===== config.mk =====
export PLATFORM = sky130hd
export DESIGN_NAME = lss_ctrl
export DESIGN_NICKNAME = d
export VERILOG_FILES = /design/src/sv/lss_pkg.sv /design/src/sv/lss_ctrl.sv
export SDC_FILE = /design/constraint.sdc
export NUM_CORES = 1
export LEC_CHECK = 0
export BUFFER_PORTS_ARGS = -buffer_cell sky130_fd_sc_hd__buf_2
export CORE_AREA = 4 4 41 43
export DETAILED_ROUTE_END_ITERATION = 6
export DIE_AREA = 0 0 45 47
export PLACE_DENSITY = 0.36
export SYNTH_ARGS = -nofsm -noshare
export SYNTH_HDL_FRONTEND = slang
export SYNTH_SLANG_ARGS = --single-unit

===== constraint.sdc =====
create_clock -name clk -period 0.94 [get_ports clk]
set_input_delay 0.188 -clock clk [delete_from_list [all_inputs] [get_ports clk]]
set_output_delay 0.188 -clock clk [all_outputs]
set_load 0.005 [all_outputs]

===== src/sv/lss_pkg.sv =====
package lss_pkg;

  localparam int unsigned ITEM_BITS  = 32;
  localparam int unsigned COUNT_BITS = 9;
  localparam int unsigned POS_BITS   = 8;

  localparam logic [2:0] OP_PUSH = 3'd0;
  localparam logic [2:0] OP_POP  = 3'd1;
  localparam logic [2:0] OP_MPOP = 3'd2;
  localparam logic [2:0] OP_PEEK = 3'd3;
  localparam logic [2:0] OP_FIND = 3'd4;

  localparam logic [1:0] FAULT_NONE  = 2'd0;
  localparam logic [1:0] FAULT_FULL  = 2'd1;
  localparam logic [1:0] FAULT_EMPTY = 2'd2;

  typedef struct packed {
    logic [2:0]            opcode;
    logic [ITEM_BITS-1:0]  item_in;
    logic [COUNT_BITS-1:0] count;
  } in_word_t;

  typedef struct packed {
    logic [ITEM_BITS-1:0]  item_out;
    logic                  item_valid;
    logic                  found;
    logic [POS_BITS-1:0]   position;
    logic [COUNT_BITS-1:0] fill_count;
    logic [1:0]            fault_code;
  } out_word_t;

  typedef enum logic [1:0] {
    ST_IDLE,
    ST_RDWAIT,
    ST_SCAN
  } state_t;

  // what an accepted word needs: result at once, one memory read, or a scan
  typedef enum logic [1:0] {
    KIND_IMM,
    KIND_READ,
    KIND_FIND
  } kind_t;

  typedef struct packed {
    logic accept;
    logic emit_imm;
    logic emit_rd;
    logic emit_hit;
    logic emit_miss;
    logic scan_next;
  } cmd_t;

  typedef struct packed {
    kind_t kind;
    logic  out_free;
    logic  hit;
    logic  last;
  } status_t;

endpackage


===== src/sv/lss_ctrl.sv =====
module lss_ctrl (
  input  logic             clk,
  input  logic             rst_n,
  input  logic             in_valid,
  output logic             in_stall,
  input  lss_pkg::status_t st,
  output lss_pkg::cmd_t    cmd
);

  lss_pkg::state_t state_r, state_nxt;

  always_ff @(posedge clk) begin
    if (!rst_n) begin
      state_r <= lss_pkg::ST_IDLE;
    end else begin
      state_r <= state_nxt;
    end
  end

  always_comb begin
    state_nxt = state_r;
    cmd       = '0;
    in_stall  = 1'b1;
    case (state_r)
      lss_pkg::ST_IDLE: begin
        // input held off while in reset
        in_stall = !st.out_free || !rst_n;
        if (in_valid && st.out_free && rst_n) begin
          cmd.accept = 1'b1;
          case (st.kind)
            lss_pkg::KIND_IMM:  cmd.emit_imm = 1'b1;
            lss_pkg::KIND_READ: state_nxt = lss_pkg::ST_RDWAIT;
            lss_pkg::KIND_FIND: state_nxt = lss_pkg::ST_SCAN;
            default:            cmd.emit_imm = 1'b1;
          endcase
        end
      end
      lss_pkg::ST_RDWAIT: begin
        // read data holds in the RAM register until the result slot frees
        if (st.out_free) begin
          cmd.emit_rd = 1'b1;
          state_nxt   = lss_pkg::ST_IDLE;
        end
      end
      lss_pkg::ST_SCAN: begin
        if (st.out_free) begin
          if (st.hit) begin
            cmd.emit_hit = 1'b1;
            state_nxt    = lss_pkg::ST_IDLE;
          end else if (st.last) begin
            cmd.emit_miss = 1'b1;
            state_nxt     = lss_pkg::ST_IDLE;
          end else begin
            cmd.scan_next = 1'b1;
          end
        end
      end
      default: begin
        state_nxt = lss_pkg::ST_IDLE;
      end
    endcase
  end

endmodule


==> results of run 1 <==
==> what timing repair did <==
| item | 4_1_cts | 5_1_grt |
|---|---|---|
| resized for setup | 4 | 1 |
| endpoints found under the setup margin | 8 | 9 |
| pin swaps | 5 | 0 |
| setup buffers | 2 | 0 |
| hold endpoints to repair | 0 | 0 |
==> worst register-to-register path: stages (launching register included) <==
cell     delay, ns
dfxtp_2       0.30
buf_4         0.13
and3b_2       0.19
a32o_1        0.20
==> Yosys cell counts (all sizes together) <==
| master | count |
|---|---|
| nor3b | 1 |
| dfxtp | 2 |
| nor3 | 1 |
| nor2 | 1 |
| o21ai | 1 |
| and2 | 1 |
| and3 | 1 |
| and4bb | 2 |
| a32o | 1 |
| and3b | 2 |
| nand3b | 1 |
| ha | 2 |
| a41o | 1 |
| inv | 5 |
==> kinds of logic after synthesis <==
group / after synthesis / synth area share
AND/OR/NAND/NOR: 10 / 0.446
buffers and inverters: 5 / 0.0956
AO/OA/AOI/OAI: 3 / 0.127
adder cells (fa/ha/maj): 2 / 0.127
flip-flops: 2 / 0.204
==> per-layer routing <==
layer,vias up,global-route usage,part of all wire
met5,-,0,0
met4,0,0.0175,0
met3,0,0.0383,0.13
met2,14,0.121,0.45
met1,105,0.0747,0.42
li1,119,-,-
==> worst max-delay path by stage <==
stage               slack, ns  cells past startpoint        from     end
finish                  -0.41                      3  state_r[1]  cmd[4]
global placement        -0.18                      3  state_r[0]  cmd[4]
global route            -0.44                      3  state_r[1]  cmd[4]
CTS                     -0.40                      3  state_r[1]  cmd[4]
floorplan               -0.06                      2  state_r[0]  cmd[4]
detailed placement      -0.19                      3  state_r[0]  cmd[4]
==> cell type report <==
type / count / area [um^2] / area share
clock buffers: 3 / 22.5 / 0.0632
inverters: 5 / 18.8 / 0.0526
well taps: 15 / 18.8 / 0.0526
flip-flops and latches: 2 / 42.5 / 0.119
repair buffers: 17 / 103 / 0.288
multi-input cells: 15 / 151 / 0.425
==> power breakdown <==
group	switching, mW	internal (mW)
Combinational	0.0319	0.0394
Clock	0.0456	0.141
Sequential	0.00128	0.0881
Total	0.0788	0.268
==> metrics by stage <==
stage	hold slack, ns	setup WS, ns	TNS, ns	power (mW)	utilization
2_1_floorplan	0.350	-0.0639	-0.0957	0.118	-
3_3_place_gp	0.492	-0.175	-0.471	0.152	0.229
3_5_place_dp	0.492	-0.188	-0.616	0.154	0.229
4_1_cts	0.254	-0.399	-2.23	0.359	0.270
5_1_grt	0.275	-0.441	-2.70	0.379	0.274
6_report	0.259	-0.407	-2.16	0.347	0.274
==> results.md, run 1 <==
- Power density over the cells: 973 nW/um^2
- Max Fclk: 742 MHz
- Final Cell Area: 357 um^2
- FILL cells: 155
- Max FFs per register: 2
- Non-Filler Instances: 57
- Critical path launch point type: flip-flop
- Layout cells sized above 1: 0.714
- WP data required: 0.75 ns
- Die height: 47 um
- Most frequent cells in the layout: 13 x buf_2, 5 x inv_1, 3 x clkbuf_4
- RR Endpoint: state_r[1]
- Diodes inserted: 0
- Worst path bufs/invs: 1
- Final Worst Setup Slack: -0.407 ns
- Min-Delay Path Class: in -> reg
- Row Count: 13
- Initial antenna violation count: 0
- CTS buffer count: 3
- Violations in the final reports: setup timing
- Final Setup Violations: 9
- Yosys Warn Count: 0
- Post-synth cell types: 15
- Area Growth Syn to Fin: 81.5%
- Biggest regs: state_r x2
- Final cycle utilization of the critical path: 1.43
- Crit Path Max Fanout: 5
- CTS tree: done
- Cells after DPL: 52
- Clk_lat worst skew: 0.22 ns
- Top reg by flops: state_r
- Post-DRT Antenna Nets: 0
- Hold_buf cts: 0
- Drt drc: 0
- Wirelength, routed: 639 um
- Max-slew headroom: 0.872
- Via density: 4.18
- Hold path cells: 2
- Synth area leader: dfxtp_1
- Synth Instances: 22
- Area after DPL: 298 um^2
- CTS HTree Levels: 1
- Worst-Margin Slew: 0.190 ns
- Leakage: 0.197 nW
- Die ar.: 2120 um^2
- Top cells by area, synth: dfxtp_1 20%, ha_1 13%, and3b_2 10%
- Root Buffer: clkbuf_4
- Total track usage: 0.0702
- Top Family by Delay on Critical Path: simple AND/OR/NAND/NOR gates
- Maxcap violations: 0
- RePlAce Congestion: 0.680
- Sink Count: 2
- Area of the mapped netlist: 196 um^2
- # IOs: 15
- Initial Util: 0.151
- Clock buffer depth: 2
- R2r startpoint: state_r[1]
- Unrepaired setup endpoints after global routing: yes
- Fin nets: 54
- HPWL Detailed: 471 um
- Hold path start: in_valid
- Wire per inst: 11.2 um
- Hold Violations, Final: 0
- Crit-path max cell delay: 0.35 ns
- WP data arrival: 1.16 ns
- Seq/Total Area, Yosys: 0.204
- Clock-pin slew on the worst setup and hold paths: 0.03 ns
- Outcome: finished with violations
- Vias: 238
- Number of port buffers: 14
- Largest net degree at the start of global routing: 6
- CP Class: reg -> out
- Chip Width: 45 um
- Syn_nets: 32
- Reg2Reg Depth: 3
- Hold EP: state_r[0]
- First-pass GRT wire length: 1060 um
- Top-area cell type share of the netlist area: 0.204
- Synthesized area per cell: 8.93 um^2
- Number of global-route vias before repair: 241
- Period minus WS final: 1.35 ns
- R2r setup slk: 0 ns
- VDD IR max: 457 uV
- Std-Cell Core Area: 1300 um^2
- CP Cell Sequence: and4bb_4 > and3_4 > buf_6
- Slowest CP cell: and4bb_4
- Yosys reg bits: 2
- GRT overflow: 0
- Drt pass-1 iters: 4
- Initial DRC Count: 1
- CP Capture Type: output pin
- Max Slew Vio Count: 0
- Skew final: 0.00129 ns
- Most common cell after layout, fill and taps aside: buf_2
Note: power is estimated with default switching activity, not from simulation.
==> run 2, diff against run 1 <==
==> constraint.sdc (replaced) <==
create_clock -name clk -period 0.94 [get_ports clk]
set_input_delay 0.235 -clock clk [delete_from_list [all_inputs] [get_ports clk]]
set_output_delay 0.235 -clock clk [all_outputs]
set_load 0.005 [all_outputs]
==> run 2 against run 1 <==
Against the previous run:
- the run still ends with setup timing left
- maximum frequency is 1.2% lower
- clock power is essentially flat
- critical path depth unchanged
- final area is 5.6% higher
- total power increased by 2.8%
- sequential power barely moved
- clock-buffer cell count stayed put
- largest power group unchanged
==> results.md, run 2 (synthesis gave the netlist of run 1 again) <==
- Outcome: finished with violations
- Violations in the final reports: setup timing
- Hold slack final: 0.306 ns
- Fin nets: 56
- # IOs: 15
- Hold Violations, Final: 0
- Hold path start: in_valid
- CTS buffer count: 3
- Clock-pin slew on the worst setup and hold paths: 0.03 ns
- Grt met2 use: 0.102
- Min-Delay Path Class: in -> reg
- Hold path cells: 2
- Vias: 243
- Most common cell after layout, fill and taps aside: buf_2
- Final Setup Violations: 9
- Initial antenna violation count: 0
- Layout cells sized above 1: 0.705
- RePlAce Congestion: 0.772
- Most frequent cells in the layout: 12 x buf_2, 5 x inv_1, 4 x buf_6, 3 x clkbuf_4, 3 x buf_4
- Max-slew headroom: 0.852
- Post-DRT Antenna Nets: 0
- GRT met3 Usage: 0.0383
- Area Growth Syn to Fin: 91.7%
- WP data arrival: 1.13 ns
- Max Fclk: 733 MHz
- Initial DRC Count: 3
- Final cycle utilization of the critical path: 1.45
- CTS HTree Levels: 1
- Post-layout util: 0.289
- GRT overflow: 0
- Initial Util: 0.151
- Reg2Reg Depth: 5
- Power density over the cells: 947 nW/um^2
- Std-Cell Core Area: 1300 um^2
- Biggest regs: state_r x2
- RR Endpoint: state_r[1]
- Crit Path Max Fanout: 4
- Wirelength, routed: 589 um
- VDD IR max: 608 uV
- Clk_lat worst skew: 0.22 ns
- Die height: 47 um
- Most Crowded Layer GR: met2
- GR Util met1: 0.0633
- Die ar.: 2120 um^2
- R2r setup slk: -0.29 ns
- Root Buffer: clkbuf_4
- CP Class: reg -> out
- Drt pass-1 iters: 2
- Critical path launch point type: flip-flop
- Drt drc: 0
- Largest net degree at the start of global routing: 6
- WP data required: 0.70 ns
- R2r startpoint: state_r[1]
- Sink Count: 2
- Non-Filler Instances: 59
- Clock buffer depth: 2
- Via density: 4.12
- Max FFs per register: 2
- Diodes inserted: 0
- Final Worst Setup Slack: -0.424 ns
- Maxcap violations: 0
- Leakage: 0.208 nW
- Unrepaired setup endpoints after global routing: yes
- Hold EP: state_r[1]
- Worst-Margin Slew: 0.220 ns
- Max Slew Vio Count: 0
- Row Count: 13
- Top reg by flops: state_r
- First-pass GRT wire length: 897 um
- Total track usage: 0.0584
- Cells after DPL: 52
- Hold_buf cts: 0
- Skew final: 0.00127 ns
- CP Capture Type: output pin
- Setup tns final: -2.91 ns
- Period minus WS final: 1.36 ns
- CTS tree: done
- Chip Width: 45 um
- Number of global-route vias before repair: 226
- Number of port buffers: 14
- Wire per inst: 9.98 um
==> run 2: stage by stage <==
step	total power [mW]	setup slack [ns]	area [um^2]
finish	0.357	-0.424	377
global route	0.395	-0.458	377
CTS	0.362	-0.425	359
detailed placement	0.154	-0.234	303
global placement	0.153	-0.223	303
floorplan	0.118	-0.111	206
==> run 2: layer usage <==
metal | share of wire | up-vias
met5 | 0 | -
met4 | 0 | 0
met3 | 0.12 | 0
met2 | 0.46 | 14
met1 | 0.41 | 104
li1 | - | 125
==> run 2: area by class of cell <==
cell class                      instances  area (um^2)
Clock buffer                            3         22.5
Fill cell                             155          925
Inverter                                5         18.8
Multi-Input combinational cell         15          146
Sequential cell                         2         42.5
Tap cell                               15         18.8
Timing Repair Buffer                   19          128
==> run 2: worst max-delay path, stage by stage, from the launching register on <==
cell	delay [ns]
dfxtp_2	0.30
and4bb_4	0.34
and3_4	0.18
buf_6	0.09
==> run 2: worst max-delay path by stage <==
stage | start | endpoint | slack, ns | depth (start not counted)
3_3_place_gp | state_r[0] | cmd[4] | -0.22 | 3
2_1_floorplan | state_r[0] | cmd[4] | -0.11 | 2
6_report | state_r[1] | cmd[4] | -0.42 | 3
4_1_cts | state_r[1] | cmd[4] | -0.43 | 3
3_5_place_dp | state_r[0] | cmd[4] | -0.23 | 3
5_1_grt | state_r[0] | cmd[4] | -0.46 | 3
==> run 2: timing repair <==
action                                  CTS  global route
resized for setup                         3             2
pin swaps                                 5             1
buffers inserted                          3             1
endpoints found under the setup margin    8             9
==> run 2: report_power, final <==
part	internal (mW)	switching, mW	total (mW)
logic	0.0502	0.0329	0.0831
clock network	0.140	0.0438	0.184
registers	0.0881	0.00126	0.0893
total	0.279	0.0779	0.357
